File: src/rtl/lidar_scan_packet_parser_defines.svh
// ----------------------------------------------------------------------------
// lidar scan packet parser assertion macros
// shared concurrent check forms, clocked on i_clk, off while i_rst_n is low
// ----------------------------------------------------------------------------
`ifndef LIDAR_SCAN_PACKET_PARSER_DEFINES_SVH
`define LIDAR_SCAN_PACKET_PARSER_DEFINES_SVH

// consequent holds in the same cycle as the antecedent
`define LSP_ASSERT_NOW(label, ante, cons) \
    label: assert property (@(posedge i_clk) disable iff (!i_rst_n) (ante) |-> (cons)) \
        else $error("lidar scan packet parser: same-cycle check failed");

// consequent holds in the cycle after the antecedent
`define LSP_ASSERT_NEXT(label, ante, cons) \
    label: assert property (@(posedge i_clk) disable iff (!i_rst_n) (ante) |=> (cons)) \
        else $error("lidar scan packet parser: next-cycle check failed");

`endif

File: src/rtl/lsp_pkg.sv
// ----------------------------------------------------------------------------
// lsp_pkg
// constants, codes and types shared by the lidar scan packet parser
// ----------------------------------------------------------------------------
`timescale 1ns / 1ps
`default_nettype none

package lsp_pkg;

    localparam int PACKET_BYTES = 22;
    localparam int ANGLE_COUNT  = 360;

    localparam logic [7:0] START_BYTE = 8'hFA;
    localparam logic [7:0] INDEX_LOW  = 8'hA0;
    localparam logic [7:0] INDEX_HIGH = 8'hF9;

    // byte positions inside a packet
    localparam logic [4:0] POS_INDEX    = 5'd1;
    localparam logic [4:0] POS_SPEED_HI = 5'd3;
    localparam logic [4:0] POS_DIST0_HI = 5'd5;
    localparam logic [4:0] POS_CKSUM_LO = 5'd20;

    localparam int ACC_W   = 26;
    localparam int SUM_W   = 15;
    localparam int WORD_W  = 16;
    localparam int SLOT_W  = 9;
    localparam int DIST_W  = 14;
    localparam int SPEED_W = 10;

    localparam logic [2:0] ST_ABSORBED  = 3'd0;
    localparam logic [2:0] ST_STORED    = 3'd1;
    localparam logic [2:0] ST_BAD_CKSUM = 3'd2;
    localparam logic [2:0] ST_BAD_INDEX = 3'd3;
    localparam logic [2:0] ST_READ_DATA = 3'd4;

    typedef enum logic [1:0] {
        ALU_HOLD,
        ALU_CLEAR,
        ALU_SHADD,
        ALU_FOLD
    } t_alu_op;

    typedef struct packed {
        t_alu_op             op;
        logic [WORD_W-1:0]   operand;
    } t_alu_ctl;

endpackage

`default_nettype wire

File: src/rtl/lsp_cksum.sv
// ----------------------------------------------------------------------------
// lsp_cksum
// shared shift-add accumulator for the packet checksum, with end-around fold
// ----------------------------------------------------------------------------
`timescale 1ns / 1ps
`default_nettype none

module lsp_cksum (
    input  wire logic                    i_clk,
    input  wire lsp_pkg::t_alu_ctl       i_ctl,
    output logic [lsp_pkg::SUM_W-1:0]    o_sum
);

    logic [lsp_pkg::ACC_W-1:0] r_acc;
    logic [lsp_pkg::ACC_W-1:0] n_acc;
    logic [lsp_pkg::WORD_W-1:0] fold;

    // low 15 bits plus everything above them
    assign fold = lsp_pkg::WORD_W'(r_acc[lsp_pkg::SUM_W-1:0])
                + lsp_pkg::WORD_W'(r_acc[lsp_pkg::ACC_W-1:lsp_pkg::SUM_W]);

    always_comb begin
        n_acc = r_acc;
        unique case (i_ctl.op)
            lsp_pkg::ALU_HOLD:  n_acc = r_acc;
            lsp_pkg::ALU_CLEAR: n_acc = '0;
            lsp_pkg::ALU_SHADD: n_acc = (r_acc << 1) + lsp_pkg::ACC_W'(i_ctl.operand);
            lsp_pkg::ALU_FOLD:  n_acc = lsp_pkg::ACC_W'(fold[lsp_pkg::SUM_W-1:0]);
            default:            n_acc = r_acc;
        endcase
    end

    always_ff @(posedge i_clk) begin
        r_acc <= n_acc;
    end

    assign o_sum = r_acc[lsp_pkg::SUM_W-1:0];

endmodule

`default_nettype wire

File: config.mk
export PLATFORM = sky130hd
export DESIGN_NAME = lsp_cksum
export DESIGN_NICKNAME = d
export VERILOG_FILES = /design/src/rtl/lidar_scan_packet_parser_defines.svh /design/src/rtl/lsp_pkg.sv /design/src/rtl/lsp_cksum.sv
export SDC_FILE = /design/constraint.sdc
export NUM_CORES = 1
export LEC_CHECK = 0
export BUFFER_PORTS_ARGS = -buffer_cell sky130_fd_sc_hd__buf_4
export CORE_MARGIN = 3
export CORE_UTILIZATION = 51
export DETAILED_ROUTE_END_ITERATION = 16
export PLACE_DENSITY = 0.74
export SYNTH_ARGS = -nofsm -noshare
export SYNTH_HDL_FRONTEND = slang
export SYNTH_SLANG_ARGS = --single-unit
File: constraint.sdc
create_clock -name i_clk -period 6.46 [get_ports i_clk]
set_input_delay 0 -clock i_clk [delete_from_list [all_inputs] [get_ports i_clk]]
set_output_delay 0 -clock i_clk [all_outputs]
set_load 0.05 [all_outputs]
==> metrics list, run 1 <==
* Number of core rows: 25
- The pre-antenna-repair detailed-routing pass consisted of 5 iterations.
- During synthesis, Yosys emitted a total of 0 warnings.
- After filler insertion, the fill cell instance count of the layout stands at between 400 and 500.
* Register Area: 781 um2
- Number of sinks on the clock net: 26
* Critical path data required time: between 6000 and 7000 ps
- Setup violations remaining at the end of the flow were counted as 0.
- Synthesis produced a netlist with a net count of 355.
- Max H-tree Level: 1
- By count the netlist is led by nor2_1, a21oi_1, edfxtp_1, ha_1, buf_4.
* Final layout net count: 367
* Final period demand of the worst path: between 2000 and 3000 ps
- Die height: approximately 79 um
* Grt ovf: 0
* Total clock buffers created by CTS: 3
- In the final timing run, aggregate negative setup slack is 0 ps.
- The worst hold path passes through 3 cells.
- The synthesized design contains 26 register bits.
* Type of origin of the critical path: register
- The final route contains roughly 2.3k vias.
- Placer Congestion: just over 0.9
- Number of flops mapped to enable cells by yosys: 26
* Depth of the worst register-to-register path: 9
* Part of the Yosys area used for sequential elements: 0.289
- # DRC: 0
- Worst slew pin tran: roughly 680 ps
- Unique masters post-synth: 50
* Flip-flop count of the largest register, all copies and words added: 26
* Hpwl dp: 4840 um
- From synthesis to final layout, the design area changed by 7.68%.
* Number of buffers added on ports: 33
* Ports: 34
- Wire length of the first global-routing pass: 10400 um
* Critical path fanouts, max: 6
* Most used flip-flop cell after synthesis: edfxtp_1
- In this run, the number of DRC markers left after iteration 0 of detailed routing was approximately 140.
- The repair_antennas step left the layout with diodes totalling 0.
- The via count of the first global-routing pass came to about 2.2k.
* Maximum clock rate: ~370 MHz
- Number of gates resized after CTS: 0
- Most common cell in the synthesized netlist: nor2_1
* Worst-case headroom to the max-slew limit: 0.547
- Share of synthesized registers carrying an async set or reset: 0
- Largest register by flop count: r_acc
- Cell chosen for the clock root: clkbuf_8
- Count of antenna-violating nets left after detailed routing: 0
* Routed wire length: 6300 um
* Antenna violations before repair: 0
* P_leak: around 1.3 nW
- The clock reaches the later pin of the worst-skew pair after 280 ps.
- In the final layout, the registers with the most flip-flops are r_acc: 26 flops.
- Average cell area after synthesis: around 9 um2
- Count of final max-slew check failures: 0
- For this design the ratio of total power to cell area is 262 nW/um2.
* Worst-case clock skew: between 2 and 3 ps
* Overall die width: 78.8 um
* CP Class: register to register
* Top area cells in the synthesized netlist: edfxtp_1, ha_1, a21oi_1, buf_4, nor2_1
- VDD sags by at most 0.000110 V.
* Initial Utilization: 0.551
- Post-synthesis cell type with the largest combined area: edfxtp_1
- In this run the worst hold path is classified as input port to register.
- Via-to-Cell Ratio: ~5.9
* Hold buffer count at CTS: 0
- Entering global routing, the biggest net connects 27 pins.
* Category of the worst setup path capture point: register
* GRT Total Usage: 0.211
- Gate count after technology mapping: 308
- Number of violations of the max-capacitance limit: 0
- Detailed-route wire length per cell: approximately 16 um
- Run status: complete, no violations
* Area share of the largest cell type after synthesis: 0.289
* Post-Synthesis Cell Area: roughly 2700 um2
* Max Root-Sink Buffers: 2
- CTS tree: yes
* Clk pin slew, worst setup/hold paths: about 100 ps
- Setup repair after global routing left no endpoint under its margin.
* Share of cells above drive strength 1: 0.154
* Die footprint: 6210 um2
- Final Instance Count excl. Fillers: around 390
- Area of the multi-input gates: around 1700 um2
- Placed Instances: between 300 and 400
* Data arrival time of the critical path: between 2000 and 3000 ps
* # Post-CTS Setup Buffers: 0
- The region available for standard cell placement spans between 4000 and 5000 um2.
- Dividing the final minimum period by the clock period gives 0.420.
- The number of hold-slack violations in the final timing report was 0.
-- power breakdown --
group / total, mW / leakage (nW) / internal (mW) / switching [mW]
Clock: 0.0985 / 0.0216 / 0.0420 / 0.0565
Combinational: 0.421 / 0.970 / 0.164 / 0.257
Sequential: 0.244 / 0.285 / 0.217 / 0.0271
-- cell usage in the layout (no fill, tap or decap), types with 5 or more instances in the layout --
cell,count
a211oi_1,6
a21o_1,12
a21oi_1,29
and2_1,5
and3_1,6
buf_4,33
edfxtp_1,26
ha_1,26
inv_1,13
nand2_1,16
nand2b_1,5
nand3_1,9
nand4_1,5
nor2_1,31
o211ai_1,6
o21a_1,6
o21ai_0,15
xnor2_1,9
xor2_1,10
-- path summary, 6_finish.rpt --
kind / from / to / slack, ps
max: r_acc[0]$_DFFE_PP_ / r_acc[21]$_DFFE_PP_ / 3750
min: i_ctl[0] / r_acc[0]$_DFFE_PP_ / 60
max reg2reg: r_acc[0]$_DFFE_PP_ / r_acc[21]$_DFFE_PP_ / 3750
min reg2reg: r_acc[24]$_DFFE_PP_ / r_acc[25]$_DFFE_PP_ / 750
-- layer usage --
layer / up-vias / global-route usage / wire [um]
met5: - / 0 / 0
met1: 1034 / 0.284 / 2840
met4: 0 / 0.0636 / 65
li1: 1157 / - / -
met3: 7 / 0.0238 / 375
met2: 70 / 0.358 / 3020
-- per-stage QoR --
step | util | setup WS [ps] | area (um2) | hold WS [ps] | power [mW]
detailed placement | 0.585 | 3800 | 2870 | 350 | 0.664
finish | 0.593 | 3750 | 2910 | 64.6 | 0.763
global placement | 0.585 | 3890 | 2870 | 322 | 0.660
CTS | 0.593 | 3760 | 2910 | 57.1 | 0.763
global route | 0.593 | 3540 | 2910 | 81.1 | 0.818
floorplan | - | 4080 | 2710 | 224 | 0.592
-- cell type report --
type	instances	share of cell area
flip-flops and latches	26	0.268
inverters	13	0.0168
multi-input cells	243	0.587
clock buffers	3	0.0142
well taps	67	0.0288
repair buffers	33	0.0851
-- kinds of logic (layout without fill, tap and decap cells) --
logic type,after synthesis,after routing,synth area share
AO/OA/AOI/OAI,102,102,0.258
XOR/XNOR,19,19,0.0615
adder cells (fa/ha/maj),28,28,0.135
buffers and inverters,39,49,0.0791
flip-flops,26,26,0.289
multiplexers,4,4,0.0148
AND/OR/NAND/NOR,90,90,0.163
-- worst max-delay path: stages, from the launching register on --
cell,delay (ps)
edfxtp_1,400
ha_1,230
inv_1,70
fa_1,390
nand2b_1,180
a21oi_1,280
o21ai_2,160
a41oi_1,400
a21oi_1,130
a31o_2,230
(Power assumes the default switching activity.)
==> inputs of run 2 (changes only) <==
==> constraint.sdc (replaced) <==
create_clock -name i_clk -period 2.6 [get_ports i_clk]
set_input_delay 0 -clock i_clk [delete_from_list [all_inputs] [get_ports i_clk]]
set_output_delay 0 -clock i_clk [all_outputs]
set_load 0.05 [all_outputs]
==> run 2 against run 1 <==
Cell count up 2.1%. Via count up 2.7%. Total power rose to 2.6 times the previous value. Sequential power up 150%. First-iteration DRC count decreased by 12%. Highest routed layer unchanged. Worst hold slack got worse by 35 ps. Die area unchanged. Clock skew is 2.0 ps higher. Maximum frequency increased by 8.7%. Combinational power grew to 2.6 times the previous value.
==> metrics list, run 2 (synthesis results as in run 1) <==
* Share of cells above drive strength 1: 0.187 (+0.0330)
- Top library cells by usage in the layout, fill and taps aside: buf_4, nor2_1, a21oi_1, ha_1, edfxtp_1
- The initial antenna violation count was 0 (unchanged).
- The worst setup path is captured at a register.
- Largest net degree at the start of global routing: 27 (unchanged)
* Kind of cell adding the most delay to the critical path: compound AO/OA/AOI/OAI gates
- The number of port buffers was 33 (unchanged).
- Cells along the critical path: ha_1, fa_1, a211oi_2, o21a_1, o21ai_0, a41oi_1, xor2_1, a211oi_1
* Initial Utilization: 0.551 (unchanged)
* Hpwl dp: 4840 um (unchanged)
* Share of total power in combinational logic: 0.563 (+0.011)
- Proportion of power drawn by flip-flops and latches: 0.308 (-0.011)
- The clock tree skew after final layout came to 4.75 ps (+1.99 ps).
- Die height: 78.8 um (unchanged)
- Type of origin of the critical path: register
- In this run the most critical hold path is launched from i_ctl[0].
* Run status: complete, no violations
- Setup repair after global routing missed its margin: false
* Flip-flop count of the largest register, all copies and words added: 26 (unchanged)
- First-pass detailed-route iteration total: 4 (-1)
- The number of vias per cell was 5.93 (+0.60%).
- The headroom to the max-slew limit was 0.544 (-0.00368).
- The global-route wire length before repair was 10700 um (+2.3%).
* Cell chosen for the clock root: clkbuf_8
* Worst slew pin tran: 685 ps (+5.52 ps)
- TritonCTS built the clock tree.
- Routed wire length: 6400 um (+1.5%)
* Detailed-route wire length per cell: 16.3 um (-0.56%)
- The die footprint came to 6210 um2 (unchanged).
- The core area came to 4910 um2 (unchanged).
- The total number of H-tree levels came to 1 (unchanged).
- Endpoint with the worst hold slack: r_acc[0]$_DFFE_PP_
* Clk pin slew, worst setup/hold paths: 100 ps (about the same)
- Grt ovf: 0 (unchanged)
* Power dissipated by switching net loads: 867 uW (+150%)
- The CTS buffer count is 3 (unchanged).
- Routing usage on met2: 0.353 (-0.00509)
* Biggest registers after layout: r_acc: 26 flops
- Area growth from synthesis to layout: 11.1%
- The leakage power is 1.32 nW (+3.5%).
- Number of sinks on the clock net: 26 (unchanged)
* Number of buffer and inverter stages on the critical path: 0 (-1)
- The via count of the first global-routing pass is 2212 (+0.96%).
- Ports: 34 (unchanged)
* Sum of negative setup slack: 0 ps (unchanged)
- Core utilization of the finished layout: 0.612 (+0.0189)
* Count of antenna-violating nets left after detailed routing: 0 (unchanged)
* Clock share of power: 0.129 (about the same)
* Hold Crit Class: input port to register
* Critical path fanouts, max: 3 (-3)
* Capture instance of the worst register-to-register path: r_acc[10]$_DFFE_PP_
- The number of DRC markers in iteration 0 is 124 (-12%).
- The number of hold-slack violations in the final timing report is 0 (unchanged).
* Count of final setup violators: 0 (unchanged)
- Maximum clock rate: 401 MHz (+8.7%)
- The number of antenna diodes was 0 (unchanged).
- The worst register-to-register path begins at r_acc[0]$_DFFE_PP_.
* Switching power share of the total: 0.445 (-0.00218)
- The number of slew-limit violations in the final report is 0 (unchanged).
- GRT Total Usage: 0.214 (+0.00227)
- The buffer depth of the longest clock path came to 2 (unchanged).
* IR drop worst, VDD: 0.000280 V (+150%)
* Most utilized layer in the global route result: met2
* CP peak stage delay: 430 ps (+30 ps)
* Final clock period utilization by the worst path: 0.959 (+0.540)
- The total number of vias was 2329 (+2.7%).
- Critical path data required time: 2710 ps (-3790 ps)
* Worst hold slack after final layout: 29.2 ps (-35.4 ps)
* Global-route track usage on met1: 0.298 (+0.0139)
* Placer Congestion: 0.918 (-1.5%)
- Hold buffer count at CTS: 0 (unchanged)
- The met3 demand-to-capacity share in global routing is 0.0193 (-0.00454).
* Number of violations of the max-capacitance limit: 0 (unchanged)
- The worst path arrival time is 2600 ps (-150 ps).
* Critical Path Slowest Stage Cell: edfxtp_1
* Overall die width: 78.8 um (unchanged)
- Number of core rows: 25 (unchanged)
- Cells on Worst Hold Path: 3 (unchanged)
* Clk Latency, worst-skew pair: 280 ps (about the same)
* Commonest non-fill, non-tap cell in the layout: buf_4
- The setup slack of the worst register-to-register path is 110 ps (-3640 ps).
* # Post-CTS Setup Buffers: 0 (unchanged)
- The minimum clock period after layout came to 2490 ps (-216 ps).
* Internal power contribution: 1.08 mW (+160%)
- Final layout net count: 374 (+1.9%)
* Depth of the worst register-to-register path: 8 (-1)
- Pwr dens: 649 nW/um2 (+150%)
* Largest register by flop count: r_acc
- # DRC: 0 (unchanged)
- The critical path is of the register to register type.
-- run 2: cell count changes in the layout (fill, tap and decap cells not counted), sizes merged --
cell / delta
buf: +7
clkinv: +1
-- run 2: repair_timing --
action                                  in CTS  in global routing
pin swaps                                    0                  3
resized for setup                            1                  7
endpoints found under the setup margin       1                 12
-- run 2: layout make-up --
type / count / area (um2)
Inverter: 13 / 48.8
Clock inverter: 1 / 3.75
Clock buffer: 3 / 41.3
Tap cell: 67 / 83.8
Sequential cell: 26 / 781
Timing Repair Buffer: 40 / 300
Multi-Input combinational cell: 243 / 1750
Fill cell: 439 / 1910
-- run 2: tightest hold or removal path, cell delays in order --
cell	delay (ps)
buf_4	70
mux2i_1	50
nor2_1	80
-- run 2: routing by layer --
| metal | share of wire | up-vias | wire, um |
|---|---|---|---|
| li1 | - | 1175 | - |
| met3 | 0.052 | 11 | 334 |
| met5 | 0 | - | 0 |
| met1 | 0.45 | 1071 | 2890 |
| met2 | 0.48 | 72 | 3060 |
| met4 | 0.018 | 0 | 112 |
-- run 2: worst max path at each step --
stage | from | end | slack [ps] | cells past startpoint
after floorplan | r_acc[15]$_DFFE_PP_ | r_acc[10]$_DFFE_PP_ | 220 | 8
after global placement | r_acc[0]$_DFFE_PP_ | r_acc[19]$_DFFE_PP_ | 90 | 9
after detailed placement | r_acc[0]$_DFFE_PP_ | r_acc[21]$_DFFE_PP_ | 20 | 9
after CTS | r_acc[0]$_DFFE_PP_ | r_acc[10]$_DFFE_PP_ | 30 | 8
after global routing | r_acc[22]$_DFFE_PP_ | r_acc[11]$_DFFE_PP_ | 6 | 7
final | r_acc[0]$_DFFE_PP_ | r_acc[10]$_DFFE_PP_ | 110 | 8
-- run 2: power by group through the flow --
| stage | clock network (mW) | logic, mW | registers [mW] |
|---|---|---|---|
| 2_1_floorplan | 0 | 0.879 | 0.592 |
| 3_3_place_gp | 0 | 1.06 | 0.609 |
| 6_report | 0.252 | 1.10 | 0.601 |
| 5_1_grt | 0.276 | 1.20 | 0.611 |
| 3_5_place_dp | 0 | 1.06 | 0.612 |
| 4_1_cts | 0.256 | 1.07 | 0.602 |
-- run 2: stage by stage --
step	cell area (um2)	total power, mW	setup slack [ps]	cells
floorplan	2710	1.47	220	308
global placement	2920	1.67	86.0	389
detailed placement	2920	1.68	24.5	389
CTS	2970	1.93	31.0	393
global route	3010	2.09	5.96	393
finish	3010	1.95	106	393
==> inputs of run 3 (changes only) <==
==> constraint.sdc (replaced) <==
create_clock -name i_clk -period 3.05 [get_ports i_clk]
set_input_delay 0 -clock i_clk [delete_from_list [all_inputs] [get_ports i_clk]]
set_output_delay 0 -clock i_clk [all_outputs]
set_load 0.05 [all_outputs]
==> run 3 against run 2 <==
Sequential share of layout area rose by 0.83 points. Clock skew up 3.0 ps. Sequential cell count stayed put. Non-clock buffer count is 7 lower. Worst hold slack better by 9.1 ps. Critical endpoint is now r_acc[21]$_DFFE_PP_.
==> metrics list, run 3 (synthesis results as in run 1) <==
* Run status: complete, no violations
- The source-to-sink clock delay at the later pin of the worst-skew pair was 280 ps (about the same).
- The minimum clock period after layout was 2680 ps (+190 ps).
* Count of final setup violators: 0 (unchanged)
- Critical path data required time: 3090 ps (+380 ps)
- Sum of negative setup slack: 0 ps (unchanged)
- The area occupied by multi-input gates came to 1710 um2 (-2.1%).
* # Post-CTS Setup Buffers: 0 (unchanged)
- CP peak stage delay: 390 ps (-40 ps)
- Number of buffer and inverter stages on the critical path: 1 (+1)
* Clock share of power: 0.129 (about the same)
- The total number of H-tree levels is 1 (unchanged).
* Via-to-Cell Ratio: 6.00 (+1.2%)
- Final layout net count: 367 (-1.9%)
* Setup repair after global routing missed its margin: false
- The headroom to the max-slew limit was 0.558 (+0.0141).
* Final Total Pwr: 1.62 mW (-17%)
- The largest driver fanout on the critical path came to 6 (+3).
* Clk pin slew, worst setup/hold paths: 100 ps (about the same)
- The initial antenna violation count was 0 (unchanged).
* Fill cell total of the finished layout: 459 (+4.6%)
- The CTS buffer count was 3 (unchanged).
- Wire length of the first global-routing pass: 10300 um (-3.6%)
- Share of total power in combinational logic: 0.551 (-0.012)
- Share of cells above drive strength 1: 0.154 (-0.0330)
* Hold_sp: i_ctl[0]
- Count of final max-slew check failures: 0 (unchanged)
* Number of core rows: 25 (unchanged)
- Number of DRC markers after the initial detailed-route iteration: 138 (+11%)
* Grt ovf: 0 (unchanged)
* Cells along the critical path: ha_1, inv_1, fa_1, nand2b_1, a21oi_1, o21ai_2, a41oi_1, a21oi_1, a31o_2
* Pwr dens: 556 nW/um2 (-14%)
- Biggest registers after layout: r_acc: 26 flops
- Library cell appearing most often on the critical path: a21oi_1
- Count of antenna-violating nets left after detailed routing: 0 (unchanged)
- GRT Total Usage: 0.208 (-0.00529)
- Placer Congestion: 0.932 (+1.5%)
- Overall die width: 78.8 um (unchanged)
* Diodes inserted: 0 (unchanged)
- The number of gates on the worst path with buffers counted is 9 (+1).
* Critical path launch point: r_acc[0]$_DFFE_PP_
- Final clock period utilization by the worst path: 0.880 (-0.0792)
- CTS tree: yes
- The worst path arrival time came to 2720 ps (+120 ps).
- The internal power consumption is 894 uW (-17%).
- The placed wire-length estimate came to 4810 um (-0.62%).
- Relative to the synthesized area, the layout overhead comes to 7.68%.
- The sum of met3 wire segment lengths after detailed routing is 390 um (+17%).
* Hold buffer count at CTS: 0 (unchanged)
- Flip-flop count of the largest register, all copies and words added: 26 (unchanged)
* Wire length the detailed router placed on met1: 2890 um (+0.10%)
* Worst-case clock skew: 7.77 ps (+3.01 ps)
- Register Area: 781 um2 (unchanged)
- Initial Utilization: 0.551 (unchanged)
- The share of power burned in registers was 0.320 (+0.012).
- The number of hold-slack violations in the final timing report is 0 (unchanged).
- Category of the worst setup path capture point: register
* Met2 Routed Length: 3040 um (-0.43%)
- Depth of the worst register-to-register path: 9 (+1)
- The total clock sinks is 26 (unchanged).
- The hold-critical path depth is 3 (unchanged).
- P_leak: 1.28 nW (-3.4%)
- Kind of cell adding the most delay to the critical path: compound AO/OA/AOI/OAI gates
- The worst hold path belongs to the class input port to register.
- Top library cells by usage in the layout, fill and taps aside: buf_4, nor2_1, a21oi_1, ha_1, edfxtp_1
* Die footprint: 6210 um2 (unchanged)
- The I/O pin count was 34 (unchanged).
- Total number of vias: 2309 (-0.86%)
* # DRC: 0 (unchanged)
- Number of violations of the max-capacitance limit: 0 (unchanged)
* First-pass detailed-route iteration total: 4 (unchanged)
- Number of buffers added on ports: 33 (unchanged)
- The largest voltage drop on the vdd net was 0.000230 V (-18%).
- Top layer in use: met4
- More flip-flops sit in one register than any other, and that register is r_acc.
- Via count of the first global-routing pass: 2149 (-2.8%)
- Cell chosen for the clock root: clkbuf_8
* Power dissipated by switching net loads: 725 uW (-16%)
* Commonest non-fill, non-tap cell in the layout: buf_4
* Type of origin of the critical path: register
- The core area came to 4910 um2 (unchanged).
* Detailed-route wire length per cell: 16.5 um (+1.6%)
* Maximum clock rate: 373 MHz (-7.1%)
* CP Class: register to register
- The die extent in y was 78.8 um (unchanged).
* Max Root-Sink Buffers: 2 (unchanged)
* Worst slew pin tran: 664 ps (-21.1 ps)
- The final routed wirelength across all metal layers came to 6360 um (-0.52%).
- Largest net degree at the start of global routing: 27 (unchanged)
* Number of gates resized after CTS: 0 (-1)
* Worst R2R Start: r_acc[0]$_DFFE_PP_
- For this design, the slowest cell found on the critical path is edfxtp_1.
- Switching power share of the total: 0.448 (+0.00317)
[run 3: changes by cell type in the layout (fill, tap and decap cells not counted), sizes merged]
cell    before  now
buf         40   33
clkinv       1    0
[run 3: worst paths after layout]
check / endpoint / slack, ps
setup / recovery: r_acc[21]$_DFFE_PP_ / 370
hold reg to reg: r_acc[16]$_DFFE_PP_ / 730
hold / removal: r_acc[0]$_DFFE_PP_ / 40
setup reg to reg: r_acc[21]$_DFFE_PP_ / 370
[run 3: area by class of cell]
type                       instances  area share
tap                               67      0.0288
timing repair buffer              33      0.0851
inverter                          13      0.0168
clock buffer                       3      0.0142
multi-input combinational        243       0.587
sequential                        26       0.268
[run 3: through the flow]
stage | hold WS, ps | std cells | worst slack, ps | area, um2 | util
finish | 38.3 | 385 | 366 | 2910 | 0.593
global route | 84.9 | 385 | 124 | 2910 | 0.593
CTS | 47.5 | 385 | 368 | 2910 | 0.593
detailed placement | 339 | 382 | 398 | 2870 | 0.585
global placement | 322 | 382 | 479 | 2870 | 0.585
floorplan | 224 | 308 | 670 | 2710 | -
[run 3: power groups by stage]
stage | Clock (mW) | Sequential, mW | Combinational (mW)
floorplan | 0 | 0.504 | 0.749
finish | 0.209 | 0.517 | 0.893
global route | 0.228 | 0.527 | 0.972
detailed placement | 0 | 0.526 | 0.881
global placement | 0 | 0.523 | 0.876
CTS | 0.213 | 0.518 | 0.886
[run 3: routing by layer]
layer,vias to the layer above,GRT usage
met5,-,0
met2,60,0.358
met3,4,0.0193
met4,0,0.0498
met1,1089,0.284
li1,1156,-
[run 3: worst register-to-register path, cell delays in order (launching register included)]
cell	delay, ps
edfxtp_1	390
ha_1	220
inv_1	70
fa_1	390
nand2b_1	180
a21oi_1	280
o21ai_2	170
a41oi_1	390
a21oi_1	120
a31o_2	220
